**config.mk**
```make
export PLATFORM = sky130hd
export DESIGN_NAME = ir_token_lexer_core
export DESIGN_NICKNAME = d
export VERILOG_FILES = /design/src/rtl/core/irlex_pkg.sv /design/src/rtl/core/ir_token_lexer_core.sv /design/src/rtl/core/irlex_step.sv
export SDC_FILE = /design/constraint.sdc
export NUM_CORES = 2
export LEC_CHECK = 0
export BUFFER_PORTS_ARGS = -buffer_cell sky130_fd_sc_hd__buf_4
export CAP_MARGIN = 10
export CORE_ASPECT_RATIO = 1.25
export CORE_UTILIZATION = 45
export CTS_CLUSTER_SIZE = 24
export DETAILED_ROUTE_END_ITERATION = 12
export PLACE_DENSITY_LB_ADDON = 0.3
export SYNTH_ARGS = -nofsm -noshare
export SYNTH_HDL_FRONTEND = slang
export SYNTH_SLANG_ARGS = --single-unit
export TNS_END_PERCENT = 50
```
**constraint.sdc**
```tcl
create_clock -name clock -period 14.2 [get_ports clock]
set_input_delay 0.71 -clock clock [delete_from_list [all_inputs] [get_ports clock]]
set_output_delay 0.71 -clock clock [all_outputs]
set_load 0.01 [all_outputs]
```
**src/rtl/core/irlex_pkg.sv**
```systemverilog
// Constants, types and helper functions of the IR token lexer core.
package irlex_pkg;

   localparam int MAX_NAME_CHARS     = 20;
   localparam int BUF_CHARS          = 24;
   localparam int NAME_LIMIT         = (MAX_NAME_CHARS < BUF_CHARS) ? MAX_NAME_CHARS
                                                                    : BUF_CHARS;
   localparam int MAX_LITERAL_DIGITS = 20;
   localparam int NAME_CHUNKS        = (NAME_LIMIT + 7) / 8;
   localparam int MAX_RESULTS        = NAME_CHUNKS + 1;
   localparam int NAME_IDX_W         = $clog2(NAME_LIMIT);
   localparam int RES_CNT_W          = $clog2(MAX_RESULTS + 1);
   localparam int RES_IDX_W          = $clog2(MAX_RESULTS);
   localparam int FIFO_DEPTH         = 8;
   localparam int FIFO_PTR_W         = $clog2(FIFO_DEPTH);
   localparam int FIFO_CNT_W         = $clog2(FIFO_DEPTH + 1);

   localparam logic [4:0]  NAME_CNT_LIMIT  = 5'(NAME_LIMIT);
   localparam logic [4:0]  LIT_DIGIT_LIMIT = 5'(MAX_LITERAL_DIGITS);
   localparam logic [62:0] MANT_MAX        = {63{1'b1}};

   // Token kinds.
   localparam logic [4:0] KIND_ADD     = 5'd0;
   localparam logic [4:0] KIND_MINUS   = 5'd1;
   localparam logic [4:0] KIND_MULT    = 5'd2;
   localparam logic [4:0] KIND_DIV     = 5'd3;
   localparam logic [4:0] KIND_EQ      = 5'd4;
   localparam logic [4:0] KIND_COLON   = 5'd5;
   localparam logic [4:0] KIND_COMMA   = 5'd6;
   localparam logic [4:0] KIND_LPAREN  = 5'd7;
   localparam logic [4:0] KIND_RPAREN  = 5'd8;
   localparam logic [4:0] KIND_JMPIF   = 5'd9;
   localparam logic [4:0] KIND_JMP     = 5'd10;
   localparam logic [4:0] KIND_PHI     = 5'd11;
   localparam logic [4:0] KIND_IDENT   = 5'd12;
   localparam logic [4:0] KIND_INT     = 5'd13;
   localparam logic [4:0] KIND_DECIMAL = 5'd14;
   localparam logic [4:0] KIND_END     = 5'd15;
   localparam logic [4:0] KIND_ERROR   = 5'd16;

   // Error codes.
   localparam logic [1:0] ERR_NAME_LONG  = 2'd0;
   localparam logic [1:0] ERR_LIT_LONG   = 2'd1;
   localparam logic [1:0] ERR_UNEXPECTED = 2'd2;

   // Lexer modes.
   localparam logic [2:0] MODE_IDLE = 3'd0;
   localparam logic [2:0] MODE_NAME = 3'd1;
   localparam logic [2:0] MODE_INT  = 3'd2;
   localparam logic [2:0] MODE_FRAC = 3'd3;
   localparam logic [2:0] MODE_DROP = 3'd4;

   // Source characters.
   localparam logic [7:0] CH_NUL    = 8'h00;
   localparam logic [7:0] CH_TAB    = 8'h09;
   localparam logic [7:0] CH_SPACE  = 8'h20;
   localparam logic [7:0] CH_LPAREN = 8'h28;
   localparam logic [7:0] CH_RPAREN = 8'h29;
   localparam logic [7:0] CH_STAR   = 8'h2A;
   localparam logic [7:0] CH_PLUS   = 8'h2B;
   localparam logic [7:0] CH_COMMA  = 8'h2C;
   localparam logic [7:0] CH_MINUS  = 8'h2D;
   localparam logic [7:0] CH_DOT    = 8'h2E;
   localparam logic [7:0] CH_SLASH  = 8'h2F;
   localparam logic [7:0] CH_ZERO   = 8'h30;
   localparam logic [7:0] CH_NINE   = 8'h39;
   localparam logic [7:0] CH_COLON  = 8'h3A;
   localparam logic [7:0] CH_EQUAL  = 8'h3D;
   localparam logic [7:0] CH_UPPER_A = 8'h41;
   localparam logic [7:0] CH_UPPER_Z = 8'h5A;
   localparam logic [7:0] CH_UNDERSCORE = 8'h5F;
   localparam logic [7:0] CH_LOWER_A = 8'h61;
   localparam logic [7:0] CH_LOWER_Z = 8'h7A;

   localparam logic [39:0] KW_JMPIF = "jmpif";
   localparam logic [23:0] KW_JMP   = "jmp";
   localparam logic [23:0] KW_PHI   = "phi";

   typedef struct packed {
      logic [2:0]  mode;
      logic [4:0]  name_count;
      logic [62:0] mantissa;
      logic [4:0]  digit_count;
      logic [4:0]  frac_count;
   } lex_state_type;

   typedef struct packed {
      logic [4:0]  token_kind;
      logic [62:0] literal_mantissa;
      logic [4:0]  fraction_digits;
      logic [63:0] name_chunk;
      logic [1:0]  chunk_index;
      logic [4:0]  name_length;
      logic [1:0]  error_code;
      logic [7:0]  offending_byte;
      logic        last_of_token;
   } lex_result_type;

   typedef struct packed {
      logic                  en;
      logic [NAME_IDX_W-1:0] addr;
      logic [7:0]            data;
   } buf_write_type;

   function automatic logic is_letter(input logic [7:0] c);
      return (c >= CH_LOWER_A && c <= CH_LOWER_Z) || (c >= CH_UPPER_A && c <= CH_UPPER_Z) ||
             (c == CH_UNDERSCORE);
   endfunction

   function automatic logic is_digit(input logic [7:0] c);
      return (c >= CH_ZERO) && (c <= CH_NINE);
   endfunction

   function automatic lex_result_type single_result(input logic [4:0] kind);
      lex_result_type r;
      r               = '0;
      r.token_kind    = kind;
      r.last_of_token = 1'b1;
      return r;
   endfunction

   function automatic lex_result_type error_result(input logic [1:0] code,
                                                   input logic [7:0] byte_val);
      lex_result_type r;
      r                = single_result(KIND_ERROR);
      r.error_code     = code;
      r.offending_byte = byte_val;
      return r;
   endfunction

endpackage

```
**src/rtl/core/ir_token_lexer_core.sv**
```systemverilog
// Top level of the IR token lexer: lexer state, name buffer and result queue.
//
// Usage: source bytes enter on the req_ channel, one per request, with byte 0
// ending a source text. Tokens leave on the rsp_ channel, one result per
// request there; a name longer than eight characters leaves as several chunk
// results, the last one flagged by rsp_last_of_token.
// The results of a byte go into the registered result queue on acceptance; from
// an empty queue the first reaches rsp_ the cycle after. The step logic is
// combinational, so the block takes one byte per cycle as long as results drain.
// A byte can cause up to four results (a three-chunk name plus the token
// that ended it). They go into an eight-entry result queue; req_ready is
// high while the queue has room for four more, and is taken from the
// registered fill level only. When the receiver stalls, the queue fills and
// req_ready drops until the receiver takes results again; a byte giving
// four results thus leaves them on rsp_ one after another.
// Reset empties the queue and returns the lexer to idle between tokens; the
// block accepts requests in the first cycle after reset.
module ir_token_lexer_core import irlex_pkg::*; (
   input  logic        clock,
   input  logic        reset,
   input  logic        req_valid,
   output logic        req_ready,
   input  logic [7:0]  req_source_char,
   output logic        rsp_valid,
   input  logic        rsp_ready,
   output logic [4:0]  rsp_token_kind,
   output logic [62:0] rsp_literal_mantissa,
   output logic [4:0]  rsp_fraction_digits,
   output logic [63:0] rsp_name_chunk,
   output logic [1:0]  rsp_chunk_index,
   output logic [4:0]  rsp_name_length,
   output logic [1:0]  rsp_error_code,
   output logic [7:0]  rsp_offending_byte,
   output logic        rsp_last_of_token
);

   lex_state_type                    state_ff, state_in;
   logic [NAME_LIMIT-1:0][7:0]       name_buf_ff;
   buf_write_type                    buf_write;
   lex_result_type [MAX_RESULTS-1:0] step_results;
   logic [RES_CNT_W-1:0]             step_count;

   lex_result_type [FIFO_DEPTH-1:0]  queue_ff;
   logic [FIFO_PTR_W-1:0]            wptr_ff, wptr_in;
   logic [FIFO_PTR_W-1:0]            rptr_ff, rptr_in;
   logic [FIFO_CNT_W-1:0]            count_ff, count_in;
   logic [RES_CNT_W-1:0]             push_count;
   logic                             accept;
   logic                             pop;
   lex_result_type                   head;

   irlex_step u_step (
      .cur_state    (state_ff),
      .name_buf     (name_buf_ff),
      .source_char  (req_source_char),
      .next_state   (state_in),
      .buf_write    (buf_write),
      .results      (step_results),
      .result_count (step_count)
   );

   assign req_ready  = (count_ff <= FIFO_CNT_W'(FIFO_DEPTH - MAX_RESULTS));
   assign accept     = req_valid && req_ready;
   assign rsp_valid  = (count_ff != '0);
   assign pop        = rsp_valid && rsp_ready;
   assign push_count = accept ? step_count : '0;

   assign wptr_in  = wptr_ff + FIFO_PTR_W'(push_count);
   assign rptr_in  = rptr_ff + FIFO_PTR_W'(pop);
   assign count_in = count_ff + FIFO_CNT_W'(push_count) - FIFO_CNT_W'(pop);

   always_ff @(posedge clock) begin
      if (reset) begin
         state_ff <= '0;
         wptr_ff  <= '0;
         rptr_ff  <= '0;
         count_ff <= '0;
      end else begin
         if (accept) begin
            state_ff <= state_in;
         end
         wptr_ff  <= wptr_in;
         rptr_ff  <= rptr_in;
         count_ff <= count_in;
      end
   end

   always_ff @(posedge clock) begin
      if (accept && buf_write.en) begin
         name_buf_ff[buf_write.addr] <= buf_write.data;
      end
      for (int i = 0; i < MAX_RESULTS; i++) begin
         if (RES_CNT_W'(i) < push_count) begin
            queue_ff[wptr_ff + FIFO_PTR_W'(i)] <= step_results[i];
         end
      end
   end

   assign head = queue_ff[rptr_ff];

   assign rsp_token_kind       = head.token_kind;
   assign rsp_literal_mantissa = head.literal_mantissa;
   assign rsp_fraction_digits  = head.fraction_digits;
   assign rsp_name_chunk       = head.name_chunk;
   assign rsp_chunk_index      = head.chunk_index;
   assign rsp_name_length      = head.name_length;
   assign rsp_error_code       = head.error_code;
   assign rsp_offending_byte   = head.offending_byte;
   assign rsp_last_of_token    = head.last_of_token;

endmodule

```
**src/rtl/core/irlex_step.sv**
```systemverilog
// Next-state and result logic for one source byte of the lexer.
module irlex_step import irlex_pkg::*; (
   input  lex_state_type                   cur_state,
   input  logic [NAME_LIMIT-1:0][7:0]      name_buf,
   input  logic [7:0]                      source_char,
   output lex_state_type                   next_state,
   output buf_write_type                   buf_write,
   output lex_result_type [MAX_RESULTS-1:0] results,
   output logic [RES_CNT_W-1:0]            result_count
);

   lex_result_type [NAME_CHUNKS-1:0] name_res;
   logic [RES_CNT_W-1:0]             name_res_count;
   lex_result_type                   lit_res;
   logic [66:0]                      mant_prod;
   logic [62:0]                      mant_next;
   logic [3:0]                       digit_val;

   assign digit_val = 4'(source_char - CH_ZERO);

   // Multiply by ten as two shifts; saturate when the value leaves 63 bits.
   always_comb begin
      mant_prod = ({4'b0, cur_state.mantissa} << 3) + ({4'b0, cur_state.mantissa} << 1) +
                  67'(digit_val);
      mant_next = (mant_prod > {4'b0, MANT_MAX}) ? MANT_MAX : mant_prod[62:0];
   end

   // Results of a finished name: a keyword, or one item per eight characters.
   always_comb begin
      logic [5:0]  len_sum;
      logic [63:0] word;
      int          idx;
      len_sum        = {1'b0, cur_state.name_count} + 6'd7;
      name_res       = '0;
      name_res_count = RES_CNT_W'(len_sum[5:3]);
      for (int i = 0; i < NAME_CHUNKS; i++) begin
         word = '0;
         for (int j = 0; j < 8; j++) begin
            idx = i * 8 + j;
            if (idx < NAME_LIMIT) begin
               if (5'(idx) < cur_state.name_count) begin
                  word[j*8 +: 8] = name_buf[idx];
               end
            end
         end
         name_res[i].token_kind    = KIND_IDENT;
         name_res[i].name_chunk    = word;
         name_res[i].chunk_index   = 2'(i);
         name_res[i].name_length   = cur_state.name_count;
         name_res[i].last_of_token = (RES_CNT_W'(i + 1) == name_res_count);
      end
      if (cur_state.name_count == 5'd5 &&
          {name_buf[0], name_buf[1], name_buf[2], name_buf[3], name_buf[4]} == KW_JMPIF) begin
         name_res       = '0;
         name_res[0]    = single_result(KIND_JMPIF);
         name_res_count = RES_CNT_W'(1);
      end else if (cur_state.name_count == 5'd3 &&
                   {name_buf[0], name_buf[1], name_buf[2]} == KW_JMP) begin
         name_res       = '0;
         name_res[0]    = single_result(KIND_JMP);
         name_res_count = RES_CNT_W'(1);
      end else if (cur_state.name_count == 5'd3 &&
                   {name_buf[0], name_buf[1], name_buf[2]} == KW_PHI) begin
         name_res       = '0;
         name_res[0]    = single_result(KIND_PHI);
         name_res_count = RES_CNT_W'(1);
      end
   end

   always_comb begin
      lit_res = single_result((cur_state.mode == MODE_FRAC) ? KIND_DECIMAL : KIND_INT);
      lit_res.literal_mantissa = cur_state.mantissa;
      lit_res.fraction_digits  = (cur_state.mode == MODE_FRAC) ? cur_state.frac_count : 5'd0;
   end

   always_comb begin
      logic                 do_start;
      logic [RES_CNT_W-1:0] flush_count;
      logic [RES_IDX_W-1:0] start_slot;
      logic                 start_emit;
      lex_result_type       start_res;
      next_state   = cur_state;
      buf_write    = '0;
      results      = '0;
      result_count = '0;
      do_start     = 1'b0;
      flush_count  = '0;
      start_slot   = '0;
      start_emit   = 1'b0;
      start_res    = '0;

      case (cur_state.mode)
         MODE_NAME: begin
            if (is_letter(source_char) || is_digit(source_char)) begin
               if (cur_state.name_count >= NAME_CNT_LIMIT) begin
                  results[0]      = error_result(ERR_NAME_LONG, CH_NUL);
                  result_count    = RES_CNT_W'(1);
                  next_state.mode = MODE_DROP;
               end else begin
                  buf_write.en          = 1'b1;
                  buf_write.addr        = cur_state.name_count[NAME_IDX_W-1:0];
                  buf_write.data        = source_char;
                  next_state.name_count = cur_state.name_count + 5'd1;
               end
            end else begin
               for (int i = 0; i < NAME_CHUNKS; i++) begin
                  results[i] = name_res[i];
               end
               flush_count = name_res_count;
               do_start    = 1'b1;
            end
         end
         MODE_INT, MODE_FRAC: begin
            if (is_digit(source_char)) begin
               if (cur_state.digit_count >= LIT_DIGIT_LIMIT) begin
                  results[0]      = error_result(ERR_LIT_LONG, CH_NUL);
                  result_count    = RES_CNT_W'(1);
                  next_state.mode = MODE_DROP;
               end else begin
                  next_state.mantissa    = mant_next;
                  next_state.digit_count = cur_state.digit_count + 5'd1;
                  if (cur_state.mode == MODE_FRAC) begin
                     next_state.frac_count = cur_state.frac_count + 5'd1;
                  end
               end
            end else if (source_char == CH_DOT && cur_state.mode == MODE_INT) begin
               next_state.mode = MODE_FRAC;
            end else begin
               results[0]  = lit_res;
               flush_count = RES_CNT_W'(1);
               do_start    = 1'b1;
            end
         end
         MODE_DROP: begin
            if (source_char == CH_NUL) begin
               next_state.mode = MODE_IDLE;
               results[0]      = single_result(KIND_END);
               result_count    = RES_CNT_W'(1);
            end
         end
         default: begin
            do_start = 1'b1;
         end
      endcase

      // The byte that ends a name or literal, or any byte in idle mode, opens the next token.
      if (do_start) begin
         next_state.mode = MODE_IDLE;
         case (source_char)
            CH_PLUS:   begin start_emit = 1'b1; start_res = single_result(KIND_ADD);    end
            CH_MINUS:  begin start_emit = 1'b1; start_res = single_result(KIND_MINUS);  end
            CH_STAR:   begin start_emit = 1'b1; start_res = single_result(KIND_MULT);   end
            CH_SLASH:  begin start_emit = 1'b1; start_res = single_result(KIND_DIV);    end
            CH_EQUAL:  begin start_emit = 1'b1; start_res = single_result(KIND_EQ);     end
            CH_COLON:  begin start_emit = 1'b1; start_res = single_result(KIND_COLON);  end
            CH_COMMA:  begin start_emit = 1'b1; start_res = single_result(KIND_COMMA);  end
            CH_LPAREN: begin start_emit = 1'b1; start_res = single_result(KIND_LPAREN); end
            CH_RPAREN: begin start_emit = 1'b1; start_res = single_result(KIND_RPAREN); end
            CH_SPACE, CH_TAB: begin
               start_emit = 1'b0;
            end
            CH_NUL: begin
               start_emit = 1'b1;
               start_res  = single_result(KIND_END);
            end
            default: begin
               if (is_letter(source_char)) begin
                  next_state.mode       = MODE_NAME;
                  next_state.name_count = 5'd1;
                  buf_write.en          = 1'b1;
                  buf_write.addr        = '0;
                  buf_write.data        = source_char;
               end else if (is_digit(source_char)) begin
                  next_state.mode        = MODE_INT;
                  next_state.mantissa    = 63'(digit_val);
                  next_state.digit_count = 5'd1;
                  next_state.frac_count  = 5'd0;
               end else begin
                  start_emit      = 1'b1;
                  start_res       = error_result(ERR_UNEXPECTED, source_char);
                  next_state.mode = MODE_DROP;
               end
            end
         endcase
         start_slot = flush_count[RES_IDX_W-1:0];
         if (start_emit) begin
            results[start_slot] = start_res;
         end
         result_count = flush_count + RES_CNT_W'(start_emit);
      end
   end

endmodule

```
# Word level (Yosys, flattened, before mapping)
# Cells that the tools add are included.
# op_classes
n_addsub	15
order_cmp	47
eq_ne	30
mux	114
reduce_logical	27
# ops
op	n
1240-bit bitwise mux	4
1240-bit 2-to-1 mux	4
155-bit 2-to-1 mux	14
155-bit demux with 3-bit select	4
155-bit case mux with 11 select lines	1
620-bit 2-to-1 mux	2
465-bit 2-to-1 mux	2
620-bit bitwise mux	1
310-bit 2-to-1 mux	2
155-bit binary-select mux with 3-bit select	1
155-bit case mux with 3 select lines	1
464-bit 2-to-1 mux	1
73-bit 2-to-1 mux	5
155-bit demux with 2-bit select	1
8-bit 2-to-1 mux	22
81-bit 2-to-1 mux	2
160-bit bitwise mux	1
154-bit 2-to-1 mux	1
8-bit by 6-bit == test with 1-bit output (second input constant)	11
14-bit 2-to-1 mux	6
66-bit by 64-bit adder with 67-bit output	1
67-bit by 4-bit adder with 67-bit output	1
67-bit by 63-bit greater-than comparator with 1-bit output (second input constant)	1
63-bit 2-to-1 mux	1
59 further kinds	143
# totals
reg_bits	1491
in_bits	12

# Logic depth before layout (Yosys ltp)
# depth
depth_word	22
mapped_depth	20
ltp_nobuf	17

# Cells and area by module
# From an unflattened synthesis, not the netlist that was laid out.
# unflattened
hier_cells	12075
hier_area_um2	99196.4
# by_module_without_submodules
module	n_inst	cells_each	area_each_um2
ir_token_lexer_core	1	10334	87625.3
irlex_step	1	1741	11571.1

# Worst setup path before layout
# OpenSTA, ideal clock, no wires.
# synth_timing
path_kind	input -> register
from	in req_source_char[3]
to	reg state_ff[55] in the netlist's numbering
setup_ns	0.135
arrival_ns	4.934
slack_ns	9.132
cell_stages	17
n_path_buf	3
path_cell_list	clkbuf_1 -> clkbuf_1 -> inv_1 -> fa_1 -> fa_1 -> nor2b_1 -> o2111ai_1 -> a2111oi_0 -> and3b_1 -> o41ai_1 -> a21o_1 -> o211ai_1 -> a21oi_1 -> nand3b_1 -> clkbuf_1 -> o311ai_0 -> o21ai_0
# synth_via
elab_chain_cells	11
elab_cells_between_ends	43
# synth_rtl
item	line	source
start: declaration	ir_token_lexer_core.sv:23	input logic [7:0] req_source_char,
4-bit by 1-bit subtractor with 4-bit output	irlex_step.sv:19	assign digit_val = 4'(source_char - CH_ZERO);
67-bit by 4-bit adder with 67-bit output	irlex_step.sv:23	mant_prod = ({4'b0, cur_state.mantissa} << 3) + ({4'b0, cur_state.mantissa} << 1) +
67-bit by 63-bit greater-than comparator with 1-bit output	irlex_step.sv:25	mant_next = (mant_prod > {4'b0, MANT_MAX}) ? MANT_MAX : mant_prod[62:0];
63-bit 2-to-1 mux	irlex_step.sv:25	
73-bit 2-to-1 mux	irlex_step.sv:115	if (cur_state.digit_count >= LIT_DIGIT_LIMIT) begin
73-bit 2-to-1 mux	irlex_step.sv:114	if (is_digit(source_char)) begin
73-bit 2-to-1 mux	irlex_step.sv:92	case (cur_state.mode)
73-bit 2-to-1 mux	irlex_step.sv:173	end else if (is_digit(source_char)) begin
73-bit 2-to-1 mux	irlex_step.sv:167	if (is_letter(source_char)) begin
81-bit 2-to-1 mux	irlex_step.sv:149	case (source_char)
81-bit 2-to-1 mux *	irlex_step.sv:147	if (do_start) begin
end signal: assignment	ir_token_lexer_core.sv:80	state_ff <= state_in;
end: declaration	ir_token_lexer_core.sv:37	lex_state_type state_ff, state_in;
# Mark *: on every way between the ends. The rest lies on a longest branch, timed or not.
# A chain may end at the register's enable or synchronous reset.

# Worst setup path after layout
# layout_timing
from	reg state_ff[75] in the netlist's numbering
to	reg queue_ff[31] in the netlist's numbering
# layout_via
elab_chain_cells	22
elab_cells_between_ends	51
# layout_rtl
item	line	source
parallel branches: the longest is 21 deep, another holds 5-bit by 3-bit adder with 6-bit output	-	
1240-bit 2-to-1 mux *	ir_token_lexer_core.sv:93	if (RES_CNT_W'(i) < push_count) begin
end signal: indexed assignment	ir_token_lexer_core.sv:94	queue_ff[wptr_ff + FIFO_PTR_W'(i)] <= step_results[i];
end: declaration	ir_token_lexer_core.sv:43	lex_result_type [FIFO_DEPTH-1:0] queue_ff;
# Every way passes the cells marked *.

==> results.toml <==
[outcome]
status = "completed"

[cts]
cts_tree = "built"
holdBufCountCts = 0
htree_levels = 4
worstSkewPairLatency_ns = 0.85
cts.clk_slew.worst_paths_ns = 0.06
cts_resized = 0
numCtsBuffers = 155
cts_buffer_depth = 3
clock-sinks = 1491
post_cts_buffers = 0
cts-root-buf = "clkbuf_16"

[cells_and_area]
drive_above_1_share_pct = 13.3
finalInstanceArea_um2 = 81700
nFillCells = 15300
syn_to_final_growth_pct = 9.55
final_cell_mix = "nand2_1, a21oi_1, dfxtp_1"
nNetsFinal = 8401
layout_commonest_cell = "nand2_1"
fin_cells = 10600

[timing]
finalSetupViolations = 0
slew_headroom_pct = 12.4
tns_ns = 0
period_needed_ns = 7.43
worst_pin_slew_ns = 1.31
slew_viol_final = 0
max_freq_mhz = 135
clock_skew_ns = 0.0403
fin_crit_sh_pct = 52.3
grt_setup_unrepaired = "no"
hold_viol_final = 0

[yosys]
ys.warnings.count = 0
synth-edff-count = 160
ys_seq_area_share_pct = 42.2
synthArstFlopShare_pct = 0
synthFlopType = "dfxtp_1"
synth.avg_cell_area_um2 = 8.70
syn_area_um2 = 74600
yosysTopAreaCell = "dfxtp_1"
ys_top_cells_by_area = "dfxtp_1, a21oi_1, mux4_2"
yosysUniqueCellTypes = 106
synth_top_area_share_pct = 35.7
ys_ff_latch = 1491
synthCells = 8571

[floorplan]
start_util_pct = 45.4
coreArea_um2 = 164000
io_pins = 169
num_rows = 166
die_x_um = 366
die_height_um = 457
die_area_um2 = 167000

[global_routing]
grt_pass1_vias = 66200
antenna_found_initial = 6
grt.overflow.total = 0
grtUsageTotal_pct = 32.9
grt_max_degree = 119
grt_pass1_wl_mm = 420

[routing]
via_per_inst = 6.45
ant_nets = 0
routed_wl_mm = 285
drtIter0Drc = 7944
dr.pass1.iters = 6
vias = 68100
drc_errors = 0
avgRoutedWirePerCell_um = 27.0

[power]
leakage_nw = 28.8
finalPower_mw = 11.1
power_density_nw_per_um2 = 135
peakVddDrop_mv = 0.115

[worst_hold_path]
min_to = "queue_ff[163]"
holdPathStages = 2
hp-start = "req_source_char[7]"
min_path_type = "in2reg"

[setup_path]
cp_cell_sequence = "nor4_1 -> nor2_1 -> o211ai_1 -> a21oi_1 -> ha_1 -> ha_1 -> inv_1 -> a41oi_4 -> o311a_1 -> nand3_4 -> nand3_4 -> buf_4 -> buf_4 -> o221ai_1"
max_stage_delay_ns = 0.92
start_kind = "flip-flop"
reg2reg_to = "queue_ff[31]"
critPathArrivalTime_ns = 8.11
critical_path_class = "reg2reg"
cp.required_ns = 14.88
cp-end-kind = "flip-flop"
rr_worst_depth = 14
rrSetupSlack_ns = 6.77
slowest_stage = "dfxtp_1"
r2r-start = "state_ff[75]"
path_max_fanout = 47

[placed_design]
dpl.hpwl_mm = 171
gp_congestion = 1.02
dpl.cell_count = 10300
detailed_place.area_um2 = 76500
numPortBuffers = 168

[run]
cap_viol_max_count = 0
## critical path, delay by kind of cell, from the launching register on
kind | cells | cell delay [ns]
compound gates | 5 | 2.22
buf+inv | 3 | 1.47
simple gates | 4 | 2.09
flops | 1 | 0.92
fa+ha+maj | 2 | 0.50
## final cells by class
class | count | area, um2 | area share [%]
multi-input cells | 6252 | 39900 | 48.8
inverters | 48 | 180 | 0.221
clock inverters | 59 | 764 | 0.936
well taps | 2184 | 2730 | 3.34
flip-flops and latches | 1491 | 31500 | 38.5
diodes | 6 | 15.0 | 0.0184
repair buffers | 292 | 2230 | 2.73
clock buffers | 225 | 4450 | 5.44
## synthesized netlist by cell type, types with 145 or more instances
cell      number
edfxtp_1     160
dfxtp_1     1331
o221ai_1     224
buf_2        224
nor2_1       675
mux2_2       155
and2_1       155
o21ai_0      417
ha_1         145
clkbuf_1     404
nand2_1     1696
a21oi_1     1397
mux4_2       310
## per-stage QoR
stage | util [%] | setup WS [ns] | hold WS, ns
3_5_place_dp | 46.6 | 6.75 | 0.443
4_1_cts | 49.8 | 7.01 | 0.164
5_1_grt | 49.8 | 6.70 | 0.185
2_1_floorplan | - | 9.13 | 0.420
3_3_place_gp | 46.6 | 6.92 | 0.438
6_report | 49.8 | 6.77 | 0.206
## sequential cells by signal (all words and copies together), names as in the netlist, named ones only
signal and cells:
count_ff 4, name_buf_ff 160, queue_ff 1240, rptr_ff 3, state_ff 77, wptr_ff 3
## power by group
part	internal (mW)	switching, mW
sequential	4.51	0.194
combinational	0.781	1.37
clock	2.38	1.83
total	7.67	3.39
## layer usage
layer  routed length [um]  track usage [%]
met1               102000             38.0
met5                   27                0
met2               133000             54.4
met4                21100             22.3
met3                28600             7.42
## worst max path at each step
stage	startpoint	end	slack (ns)	cells past startpoint
6_report	state_ff[75]	queue_ff[31]	6.77	14
5_1_grt	state_ff[75]	queue_ff[26]	6.70	14
4_1_cts	state_ff[75]	queue_ff[31]	7.01	14
3_5_place_dp	req_source_char[6]	queue_ff[31]	6.75	14
3_3_place_gp	req_source_char[6]	queue_ff[31]	6.92	14
2_1_floorplan	req_source_char[3]	state_ff[55]	9.13	17
## kinds of logic after synthesis
| family | count (synthesis) | share of synthesized area (%) |
|---|---|---|
| xor+xnor | 71 | 0.834 |
| fa+ha+maj | 149 | 2.54 |
| compound gates | 2619 | 20.8 |
| flops | 1491 | 42.2 |
| simple gates | 2858 | 16.0 |
| buf+inv | 847 | 4.96 |
| other cells | 1 | 0.00503 |
| mux | 535 | 12.6 |
(Power assumes the default switching activity.)
